`src/oskf_pkg.sv`:
```
// Package: shared types and constants for the one-shot modifier key filter.
`timescale 1ns / 1ps

package oskf_pkg;

   localparam int KEY_W       = 16;
   localparam int POS_W       = 16;
   localparam int MASK_W      = 8;
   localparam int MOD_IDX_W   = $clog2(MASK_W);
   localparam int PAIR_W      = KEY_W + MASK_W;
   localparam int PAIR_REGS   = 4;
   localparam int MAX_PAIRS   = 4;
   localparam int PAIR_LIMIT  = (MAX_PAIRS < PAIR_REGS) ? MAX_PAIRS : PAIR_REGS;
   localparam int CNT_W       = 3;
   localparam int PAIR_IDX_W  = (PAIR_REGS > 1) ? $clog2(PAIR_REGS) : 1;
   localparam int CSR_IDX_W   = 3;
   localparam int CSR_DATA_W  = PAIR_W;

   localparam logic [KEY_W-1:0] TAPPABLE_MAX = KEY_W'(16'h00FF);

   // register indexes
   localparam logic [CSR_IDX_W-1:0] CSR_PAIR_COUNT = CSR_IDX_W'(0);
   localparam logic [CSR_IDX_W-1:0] CSR_PAIR_BASE  = CSR_IDX_W'(1);

   // action kinds
   localparam logic ACT_RELEASE = 1'b0;
   localparam logic ACT_TAP     = 1'b1;

   typedef struct packed {
      logic             is_press;
      logic [KEY_W-1:0] key_code;
      logic [POS_W-1:0] key_position;
   } req_type;

   typedef struct packed {
      logic                 action_kind;
      logic [MOD_IDX_W-1:0] modifier_index;
      logic [POS_W-1:0]     tap_position;
      logic                 last_of_run;
   } rsp_type;

   typedef struct packed {
      logic              done;
      logic              found;
      logic [MASK_W-1:0] mask;
   } match_status_type;

   typedef enum logic [1:0] {
      ST_IDLE,
      ST_MATCH,
      ST_EMIT
   } state_type;

endpackage

```
`src/oskf_pair_scan.sv`:
```
// Pair scanner: walks the configured pairs with one key comparator per cycle.
`timescale 1ns / 1ps

module oskf_pair_scan (
   input  logic                                          clock,
   input  logic                                          reset,
   input  logic                                          start,
   input  logic [oskf_pkg::KEY_W-1:0]                    key_code,
   input  logic [oskf_pkg::CNT_W-1:0]                    pair_count,
   input  logic [oskf_pkg::PAIR_REGS-1:0][oskf_pkg::PAIR_W-1:0] pair_word,
   output oskf_pkg::match_status_type                    status
);

   logic                          active_ff, active_in;
   logic [oskf_pkg::CNT_W-1:0]    idx_ff, idx_in;
   logic [oskf_pkg::CNT_W-1:0]    limit_ff, limit_in;
   logic [oskf_pkg::KEY_W-1:0]    code_ff, code_in;
   logic [oskf_pkg::PAIR_W-1:0]   cur_pair;
   logic                          in_range;
   logic                          hit;
   logic                          scan_end;

   assign in_range = idx_ff < limit_ff;
   assign cur_pair = pair_word[idx_ff[oskf_pkg::PAIR_IDX_W-1:0]];
   assign hit      = in_range && (cur_pair[oskf_pkg::PAIR_W-1:oskf_pkg::MASK_W] == code_ff);
   assign scan_end = hit || !in_range;

   assign status.done  = active_ff && scan_end;
   assign status.found = hit;
   assign status.mask  = cur_pair[oskf_pkg::MASK_W-1:0];

   always_comb begin
      active_in = active_ff;
      idx_in    = idx_ff;
      limit_in  = limit_ff;
      code_in   = code_ff;
      if (start) begin
         active_in = 1'b1;
         idx_in    = '0;
         code_in   = key_code;
         // counts past the pair registers saturate
         if (pair_count > oskf_pkg::CNT_W'(oskf_pkg::PAIR_LIMIT)) begin
            limit_in = oskf_pkg::CNT_W'(oskf_pkg::PAIR_LIMIT);
         end else begin
            limit_in = pair_count;
         end
      end else if (active_ff) begin
         if (scan_end) begin
            active_in = 1'b0;
         end else begin
            idx_in = idx_ff + oskf_pkg::CNT_W'(1);
         end
      end
   end

   always_ff @(posedge clock) begin
      if (reset) begin
         active_ff <= 1'b0;
         idx_ff    <= '0;
         limit_ff  <= '0;
      end else begin
         active_ff <= active_in;
         idx_ff    <= idx_in;
         limit_ff  <= limit_in;
      end
      code_ff <= code_in;
   end

endmodule

```
`src/one_shot_modifier_key_filter.sv`:
```
// Top level: one-shot modifier key filter with sequencer, pair scan and result register.
`timescale 1ns / 1ps

// One key event is taken at a time; req_ready is low from acceptance until the
// cycle after the event's last result has been loaded into the result register.
// A press first runs through the key-code pairs with a single shared comparator,
// one pair a cycle, stopping at the first hit. Results are then produced by
// scanning the mask bits, one bit position a cycle, up to the highest set bit,
// and a set bit waits while the result register is full and rsp_ready is low;
// the block then returns to idle. A release run is emitted on the first event
// after taps were applied; taps carry the key position, releases carry zero.
// Configuration is written through csr_we/csr_index/csr_wdata; the user must
// write it only while the block is idle, as the block does not enforce this.
module one_shot_modifier_key_filter (
   input  logic                               clock,
   input  logic                               reset,
   input  logic                               req_valid,
   output logic                               req_ready,
   input  oskf_pkg::req_type                  req_data,
   output logic                               rsp_valid,
   input  logic                               rsp_ready,
   output oskf_pkg::rsp_type                  rsp_data,
   input  logic                               csr_we,
   input  logic [oskf_pkg::CSR_IDX_W-1:0]     csr_index,
   input  logic [oskf_pkg::CSR_DATA_W-1:0]    csr_wdata
);

   oskf_pkg::state_type                state_ff, state_in;
   logic [oskf_pkg::MASK_W-1:0]        pending_ff, pending_in;
   logic                               applied_ff, applied_in;
   logic [oskf_pkg::MASK_W-1:0]        work_mask_ff, work_mask_in;
   logic                               kind_ff, kind_in;
   logic [oskf_pkg::MOD_IDX_W-1:0]     bit_idx_ff, bit_idx_in;
   logic [oskf_pkg::KEY_W-1:0]         code_ff, code_in;
   logic [oskf_pkg::POS_W-1:0]         pos_ff, pos_in;
   logic                               rsp_valid_ff, rsp_valid_in;
   oskf_pkg::rsp_type                  rsp_data_ff, rsp_data_in;
   logic [oskf_pkg::CNT_W-1:0]         pair_count_ff;
   logic [oskf_pkg::PAIR_REGS-1:0][oskf_pkg::PAIR_W-1:0] pair_ff;

   oskf_pkg::match_status_type         scan_status;
   logic                               req_accept;
   logic                               scan_start;
   logic                               out_free;
   logic                               rsp_load;
   logic [oskf_pkg::MASK_W-1:0]        bit_sel;
   logic [oskf_pkg::MASK_W-1:0]        rest_mask;
   logic                               tap_now;

   assign req_ready  = (state_ff == oskf_pkg::ST_IDLE);
   assign req_accept = req_valid && req_ready;
   assign scan_start = req_accept && req_data.is_press;
   assign out_free   = !rsp_valid_ff || rsp_ready;
   assign rsp_valid  = rsp_valid_ff;
   assign rsp_data   = rsp_data_ff;

   assign bit_sel   = oskf_pkg::MASK_W'(1) << bit_idx_ff;
   assign rest_mask = work_mask_ff & ~bit_sel;
   assign rsp_load  = (state_ff == oskf_pkg::ST_EMIT) && ((work_mask_ff & bit_sel) != '0)
                      && out_free;

   // a press that did not match taps the pending mask if its key is tappable
   assign tap_now = !scan_status.found && (pending_ff != '0)
                    && (code_ff <= oskf_pkg::TAPPABLE_MAX);

   oskf_pair_scan u_scan (
      .clock      (clock),
      .reset      (reset),
      .start      (scan_start),
      .key_code   (req_data.key_code),
      .pair_count (pair_count_ff),
      .pair_word  (pair_ff),
      .status     (scan_status)
   );

   always_comb begin
      state_in     = state_ff;
      pending_in   = pending_ff;
      applied_in   = applied_ff;
      work_mask_in = work_mask_ff;
      kind_in      = kind_ff;
      bit_idx_in   = bit_idx_ff;
      code_in      = code_ff;
      pos_in       = pos_ff;
      rsp_valid_in = rsp_valid_ff;
      rsp_data_in  = rsp_data_ff;

      if (rsp_valid_ff && rsp_ready) begin
         rsp_valid_in = 1'b0;
      end

      case (state_ff)
         oskf_pkg::ST_IDLE: begin
            if (req_accept) begin
               code_in    = req_data.key_code;
               pos_in     = req_data.key_position;
               bit_idx_in = '0;
               kind_in    = oskf_pkg::ACT_RELEASE;
               if (applied_ff) begin
                  work_mask_in = pending_ff;
                  pending_in   = '0;
                  applied_in   = 1'b0;
               end else begin
                  work_mask_in = '0;
               end
               state_in = req_data.is_press ? oskf_pkg::ST_MATCH : oskf_pkg::ST_EMIT;
            end
         end
         oskf_pkg::ST_MATCH: begin
            if (scan_status.done) begin
               if (scan_status.found) begin
                  pending_in = pending_ff | scan_status.mask;
               end else if (tap_now) begin
                  // pending is nonzero only when no release run was loaded
                  work_mask_in = pending_ff;
                  kind_in      = oskf_pkg::ACT_TAP;
                  applied_in   = 1'b1;
               end
               state_in = oskf_pkg::ST_EMIT;
            end
         end
         oskf_pkg::ST_EMIT: begin
            if (work_mask_ff == '0) begin
               state_in = oskf_pkg::ST_IDLE;
            end else if ((work_mask_ff & bit_sel) == '0) begin
               bit_idx_in = bit_idx_ff + oskf_pkg::MOD_IDX_W'(1);
            end else if (out_free) begin
               rsp_valid_in               = 1'b1;
               rsp_data_in.action_kind    = kind_ff;
               rsp_data_in.modifier_index = bit_idx_ff;
               rsp_data_in.tap_position   = (kind_ff == oskf_pkg::ACT_TAP) ? pos_ff : '0;
               rsp_data_in.last_of_run    = (rest_mask == '0);
               work_mask_in               = rest_mask;
               bit_idx_in                 = bit_idx_ff + oskf_pkg::MOD_IDX_W'(1);
            end
         end
         default: begin
            state_in = oskf_pkg::ST_IDLE;
         end
      endcase
   end

   always_ff @(posedge clock) begin
      if (reset) begin
         state_ff     <= oskf_pkg::ST_IDLE;
         pending_ff   <= '0;
         applied_ff   <= 1'b0;
         rsp_valid_ff <= 1'b0;
         work_mask_ff <= '0;
         bit_idx_ff   <= '0;
      end else begin
         state_ff     <= state_in;
         pending_ff   <= pending_in;
         applied_ff   <= applied_in;
         rsp_valid_ff <= rsp_valid_in;
         work_mask_ff <= work_mask_in;
         bit_idx_ff   <= bit_idx_in;
      end
      kind_ff     <= kind_in;
      code_ff     <= code_in;
      pos_ff      <= pos_in;
      rsp_data_ff <= rsp_data_in;
   end

   // configuration registers; unknown indexes are dropped
   always_ff @(posedge clock) begin
      if (reset) begin
         pair_count_ff <= '0;
         pair_ff       <= '0;
      end else if (csr_we) begin
         if (csr_index == oskf_pkg::CSR_PAIR_COUNT) begin
            pair_count_ff <= csr_wdata[oskf_pkg::CNT_W-1:0];
         end
         for (int i = 0; i < oskf_pkg::PAIR_REGS; i++) begin
            if (csr_index == oskf_pkg::CSR_IDX_W'(int'(oskf_pkg::CSR_PAIR_BASE) + i)) begin
               pair_ff[i] <= csr_wdata[oskf_pkg::PAIR_W-1:0];
            end
         end
      end
   end

   // taps are only applied from a nonzero pending mask
   a_applied_mask: assert property (@(posedge clock) disable iff (reset)
      applied_ff |-> (pending_ff != '0))
      else $error("applied flag set with empty pending mask");

   // the pair scan reports only while the sequencer waits for it
   a_scan_done_state: assert property (@(posedge clock) disable iff (reset)
      scan_status.done |-> (state_ff == oskf_pkg::ST_MATCH))
      else $error("pair scan finished outside match state");

   // loading the last result of a run empties the working mask
   a_last_empties: assert property (@(posedge clock) disable iff (reset)
      (rsp_load && (rest_mask == '0)) |=> (work_mask_ff == '0))
      else $error("work mask not empty after last result");

   // a release run always follows clearing of the applied flag
   a_release_clears: assert property (@(posedge clock) disable iff (reset)
      (state_ff == oskf_pkg::ST_EMIT && kind_ff == oskf_pkg::ACT_RELEASE) |-> !applied_ff)
      else $error("release run while applied flag still set");

endmodule
```
`config.mk`:
```
export PLATFORM = sky130hd
export DESIGN_NAME = one_shot_modifier_key_filter
export DESIGN_NICKNAME = d
export VERILOG_FILES = /design/src/oskf_pkg.sv /design/src/oskf_pair_scan.sv /design/src/one_shot_modifier_key_filter.sv
export SDC_FILE = /design/constraint.sdc
export NUM_CORES = 1
export LEC_CHECK = 0
export BUFFER_PORTS_ARGS = -buffer_cell sky130_fd_sc_hd__buf_2
export CORE_ASPECT_RATIO = 0.9
export CORE_UTILIZATION = 55
export CTS_CLUSTER_DIAMETER = 150
export DETAILED_ROUTE_END_ITERATION = 10
export PLACE_DENSITY = 0.76
export SETUP_SLACK_MARGIN = 0.15
export SYNTH_ARGS = -nofsm -noshare
export SYNTH_HDL_FRONTEND = slang
export SYNTH_HIERARCHICAL = 1
export SYNTH_SLANG_ARGS = --single-unit
```
`constraint.sdc`:
```
create_clock -name clock -period 3.9 [get_ports clock]
set_clock_uncertainty 0.2 [all_clocks]
set_input_delay 0.39 -clock clock [delete_from_list [all_inputs] [get_ports clock]]
set_output_delay 0.39 -clock clock [all_outputs]
set_load 0.005 [all_outputs]
```
==> results of run 1 <==
## path summary, 6_finish.rpt
path | end | slack (ns) | cells past startpoint
max | work_mask_ff[3] | 0.41 | 11
min | pair_ff[64] | 0.01 | 3
max reg2reg | work_mask_ff[3] | 0.41 | 11
min reg2reg | pair_ff[13] | 0.25 | 2
## final cells by class
| cell class | instances | share of cell area |
|---|---|---|
| clock buffers | 18 | 0.0467 |
| clock inverters | 14 | 0.0116 |
| inverters | 14 | 0.00559 |
| multi-input cells | 521 | 0.343 |
| flip-flops and latches | 191 | 0.473 |
| well taps | 193 | 0.0257 |
| repair buffers | 136 | 0.0945 |
## registers in the layout, summed over array words and instances (netlist names), 2 cells and up
register	cells
bit_idx_ff	3
code_ff	8
pair_count_ff	3
pair_ff	96
pending_ff	8
pos_ff	16
rsp_data	21
state_ff	2
u_scan/code_ff	16
u_scan/idx_ff	3
u_scan/limit_ff	3
work_mask_ff	8
## per-stage QoR
step,cells,setup WS [ns],cell area (um^2),hold slack (ns),util
floorplan,772,0.530,7940,0.233,-
global placement,1020,0.390,8510,0.239,0.606
detailed placement,1020,0.273,8510,0.246,0.606
CTS,1085,0.234,9390,0.000746,0.668
global route,1087,0.203,9410,0.00756,0.669
finish,1087,0.405,9410,0.0109,0.669
## worst register-to-register path: cells and delay by family, from the launching register on
family	cells	cell delay (ns)
muxes	1	0.55
and+or+nand+nor	2	0.79
buffers and inverters	2	0.44
AOI/OAI and AO/OA	5	0.92
xor gates and xnor gates	1	0.17
DFF	1	0.33
## metal layers
metal	track usage	up-vias	wire length (um)
met5	0	-	0
met4	0.104	0	369
met3	0.0633	35	1640
met2	0.446	286	9080
met1	0.349	2982	8150
li1	-	2924	-
## timing repair
item,4_1_cts,5_1_grt
hold buffers,33,0
endpoints found under the setup margin,0,9
setup buffers,0,2
endpoints found under the hold margin,41,0
gates resized for setup,0,0
## cells by family after synthesis
group	Yosys count
and+or+nand+nor	293
adders and majority gates	12
muxes	30
buffers and inverters	60
DFF	191
xor gates and xnor gates	16
AOI/OAI and AO/OA	170
## report_power, final
part / internal [uW] / leakage [uW] / switching [uW]
Clock: 843 / 0.000270 / 782
Sequential: 2270 / 0.00162 / 143
Combinational: 375 / 0.00142 / 556
Total: 3490 / 0.00331 / 1480
## placed cells by master (no fill, tap or decap), types with 12 or more instances in the layout
master / n
edfxtp_1: 62
xnor2_1: 16
buf_2: 86
clkbuf_16: 17
dlygate4sd3_1: 33
mux4_2: 24
inv_1: 13
buf_4: 17
ha_1: 12
and2_1: 20
dfxtp_1: 129
nand2_1: 206
nor2_1: 25
a21oi_1: 117
==> metrics.cfg, run 1 <==
[pwr]
p_per_area_mw_per_mm2 = 529
ir_drop_mv = 0.323
total_leakage_power_uw = 0.00331
finalPower_uw = 4970

[clock_network]
htreeDepth = 4
root_buffer = clkbuf_16
cts_buffers = 17
cts_sinks = 191
cts_tree = built
clock_latency_ns = 0.44
clk_pin_slew_worst_paths_ns = 0.07
cts.path.max_buffers = 2

[synthesis]
synth_xor_area_frac = 0.0176
synth-compound-area-share = 0.133
yosysWarnings = 6
synth_edf_count = 62
synth_nets = 849
yosysTopAreaCell = dfxtp_1
syn_avg_cell_area_um2 = 10.3
synth_top_area_share = 0.325
synth_async_sr_flop_share = 0
synth_top_family_by_area = simple AND/OR/NAND/NOR gates
synth_fa_ha_area_frac = 0.0189
synth_seq_cells = 191
ys_types = 61
yosys.area_share.simple = 0.161
syn-cell-area_mm2 = 0.00794
yosys_most_used_dff = dfxtp_1
ys_seq_area_frac = 0.560
synth_mux_area_frac = 0.0760
netlist_top_cells_count = 206 x nand2_1, 129 x dfxtp_1, 117 x a21oi_1
yosysMostFrequentCell = nand2_1
postSynthCellCount = 772
synth_area_leaders = dfxtp_1 33%, edfxtp_1 23%, nand2_1 9.7%, a21oi_1 7.4%, mux4_2 6.8%

[worst_setup_path]
path_buf_inv = 2
r2r_start = u_scan/idx_ff[0]
cp_top_family = compound AO/OA/AOI/OAI gates
critical_path_class = reg -> reg
critPathSlowestCell = or4_4
worstPathArrival_ns = 3.65
path_common_cell = buf_4
worst_setup_path_end_kind = flip-flop
startpoint = u_scan/idx_ff[0]
crit_chain = buf_4 -> mux4_2 -> xnor2_1 -> nand4_1 -> or4_4 -> a21boi_2 -> o22ai_1 -> o31ai_4 -> buf_4 -> a21oi_1 -> a211oi_2
startpoint_type = flip-flop
required_ns = 4.06
cp_max_fo = 11
slowest_delay_ns = 0.61

[sta]
hold_viol_final = 0
tightest_slew_ns = 1.21
min_period_ns = 3.49
rsz0062_at_grt = false
fin_crit_sh = 0.896
setup_viol = 0
fmax_ghz = 0.286
relSlewSlack = 0.193
setup_tns_ns = 0
drv_slew = 0

[global_route]
grt_pass1_wl_um = 30500
grt_usage = 0.271
grt_max_degree = 90
grt_remaining_overflow = 0
antenna_found_initial = 0
grt_pass1_vias = 5975

[die]
fp.dieW_um = 129
start_util = 0.565
rows = 41
dieHeight_um = 116
die_area_mm2 = 0.0149
core_area_mm2 = 0.0141
ios = 88

[final_layout]
fillCellCount = 1063
regArea_mm2 = 0.00444
area_delta_synth_final_pct = 18.5
diodes = 0
multi_input_area_mm2 = 0.00323
drive_gt1_frac = 0.206
nets = 958

[drt]
wl_per_cell_um = 17.7
dr.first_iter.drc_count = 559
route.detailed.drc = 0
via_per_inst = 5.73
drtAntennaViolNets = 0
first_pass_iters = 5
vias = 6227
drt-total-wl_um = 19200

[outcome]
status = finished, final reports clean

[placement]
hpwlAfterDp_um = 12100
gp_congestion = 0.861
port_buffers = 87

[job]
drv_cap = 0

[min_path]
hold_class = in -> reg
hp-start = csr_wdata[16]

(Power assumes the default switching activity.)
==> run 2, diff against run 1 <==
Settings changed: PLACE_DENSITY 0.76 to unset, PLACE_DENSITY_LB_ADDON set to 0.25.
==> run 2 against run 1 <==
Compared with the run above: register-to-register slack about the same; fmax fell by 0.23%; critical path type unchanged; final area increased by 0.63%; largest cell class unchanged; global-route usage shrank 0.57 points; cell count down 0.28%; highest routed layer unchanged; largest power group unchanged; critical path depth stayed put; utilization rose by 0.42 points.
==> metrics.cfg, run 2 (synthesized netlist as in run 1, its figures left out) <==
[pwr]
clkPwrFrac = 0.358  ; +0.031
seqPwrFrac = 0.467  ; -0.019
p_switching_uw = 1400  ; -5.8%
p_per_area_mw_per_mm2 = 545  ; +3.1%
cellInternalPower_uw = 3760  ; +7.7%
combPwrFrac = 0.176  ; -0.011
total_leakage_power_uw = 0.00333  ; +0.56%
p_sw_frac = 0.271  ; -0.0272
ir_drop_mv = 0.362  ; +12%

[final_layout]
fin_cells = 1084  ; -0.28%
diodes = 0  ; unchanged
layout_common_cells = 206 x nand2_1, 129 x dfxtp_1, 117 x a21oi_1
nets = 955  ; -0.31%
area_delta_synth_final_pct = 19.2
final_common_cell = nand2_1
regMostFlops = pair_ff
drive_gt1_frac = 0.199  ; -0.00716
largest_register_ffs = 96  ; unchanged

[die]
ios = 88  ; unchanged
fp.dieW_um = 129  ; unchanged
start_util = 0.565  ; unchanged
core_area_mm2 = 0.0141  ; unchanged
dieHeight_um = 116  ; unchanged
die_area_mm2 = 0.0149  ; unchanged
rows = 41  ; unchanged

[clock_network]
cts_resized = 0  ; unchanged
cts_tree = built
clk_pin_slew_worst_paths_ns = 0.07  ; about the same
cts_sinks = 191  ; unchanged
cts.path.max_buffers = 2  ; unchanged
root_buffer = clkbuf_16
cts_buffers = 17  ; unchanged
htreeDepth = 4  ; unchanged
clock_latency_ns = 0.43  ; about the same

[drt]
dr.first_iter.drc_count = 548  ; -2.0%
drt-total-wl_um = 18800  ; -2.2%
drtAntennaViolNets = 0  ; unchanged
first_pass_iters = 7  ; +2
wl_per_cell_um = 17.4  ; -1.9%
route.detailed.drc = 0  ; unchanged
via_per_inst = 5.68  ; -0.77%
vias = 6162  ; -1.0%

[worst_setup_path]
worstPathArrival_ns = 3.58  ; -0.07 ns
startpoint_type = flip-flop
cp_max_fo = 13  ; +2
required_ns = 3.98  ; -0.08 ns
critical_path_class = reg -> reg
worst_setup_path_end_kind = flip-flop

[global_route]
antenna_found_initial = 0  ; unchanged
grt_pass1_wl_um = 29600  ; -2.9%
grt_pass1_vias = 5921  ; -0.90%
grt_usage = 0.265  ; -0.00572
grt_max_degree = 79  ; -12%
grt_remaining_overflow = 0  ; unchanged

[sta]
setup_tns_ns = 0  ; unchanged
relSlewSlack = 0.191  ; -0.00199
min_period_ns = 3.50  ; +0.00795 ns
tightest_slew_ns = 1.21  ; -0.000411 ns
fmax_ghz = 0.286  ; -0.23%
fin_crit_sh = 0.898  ; +0.00204
drv_slew = 0  ; unchanged
setup_viol = 0  ; unchanged
hold_viol_final = 0  ; unchanged
rsz0062_at_grt = false

[placement]
gp_congestion = 0.822  ; -4.5%
port_buffers = 87  ; unchanged
placed_cells = 1019  ; -0.098%
hpwlAfterDp_um = 12200  ; +1.0%

[min_path]
hold_class = in -> reg

[job]
drv_cap = 0  ; unchanged

[outcome]
status = finished, final reports clean

## run 2: path summary, 6_finish.rpt
check,startpoint,endpoint,slack (ns),cells past startpoint
setup / recovery,u_scan/idx_ff[0],work_mask_ff[6],0.40,11
hold / removal,csr_wdata[16],pair_ff[64],0.02,3
setup reg to reg,u_scan/idx_ff[0],work_mask_ff[6],0.40,11
hold reg to reg,pair_ff[77],pair_ff[77],0.25,2
## run 2: routing by layer
layer / part of all wire / vias to the layer above / GRT usage
met5: 0 / - / 0
met2: 0.48 / 258 / 0.431
met1: 0.44 / 2970 / 0.350
met3: 0.073 / 24 / 0.0596
met4: 0.015 / 0 / 0.0965
li1: - / 2910 / -
## run 2: power by group through the flow
| stage | Combinational, uW | Clock [uW] | Sequential, uW |
|---|---|---|---|
| 3_3_place_gp | 829 | 0 | 2440 |
| 4_1_cts | 897 | 1860 | 2400 |
| 5_1_grt | 1000 | 1930 | 2430 |
| 3_5_place_dp | 868 | 0 | 2450 |
| 2_1_floorplan | 693 | 0 | 2390 |
| 6_report | 906 | 1840 | 2410 |
## run 2: area by class of cell
type / instances / area, um^2
clock buffer: 20 / 468
sequential: 191 / 4440
timing repair buffer: 133 / 863
tap: 193 / 241
fill: 1079 / 4590
multi-input combinational: 521 / 3230
clock inverter: 12 / 164
inverter: 14 / 52.6
## run 2: stage by stage
step | utilization | area, um^2 | power, uW | hold slack, ns | setup slack [ns]
final | 0.673 | 9460 | 5160 | 0.0250 | 0.398
after CTS | 0.673 | 9460 | 5160 | 0.0105 | 0.257
after global placement | 0.605 | 8500 | 3270 | 0.238 | 0.365
after global routing | 0.673 | 9460 | 5360 | 0.0191 | 0.245
after floorplan | - | 7940 | 3090 | 0.233 | 0.530
after detailed placement | 0.605 | 8500 | 3320 | 0.244 | 0.277
## run 2: repair_timing
action / 4_1_cts / 5_1_grt
setup endpoints to repair: 0 / 9
hold buffers: 32 / 0
buffers inserted: 0 / 1
hold endpoints to repair: 40 / 0
## run 2: worst max-delay path, cell delays in order, from the launching register on
cell and delay [ns]:
dfxtp_1 0.34, buf_4 0.26, mux4_2 0.54, xnor2_1 0.17, nand4_1 0.17, or4_4 0.60, a21boi_2 0.15, o22ai_1 0.17
o31ai_4 0.21, buf_4 0.20, and2_4 0.23, a211oi_2 0.08
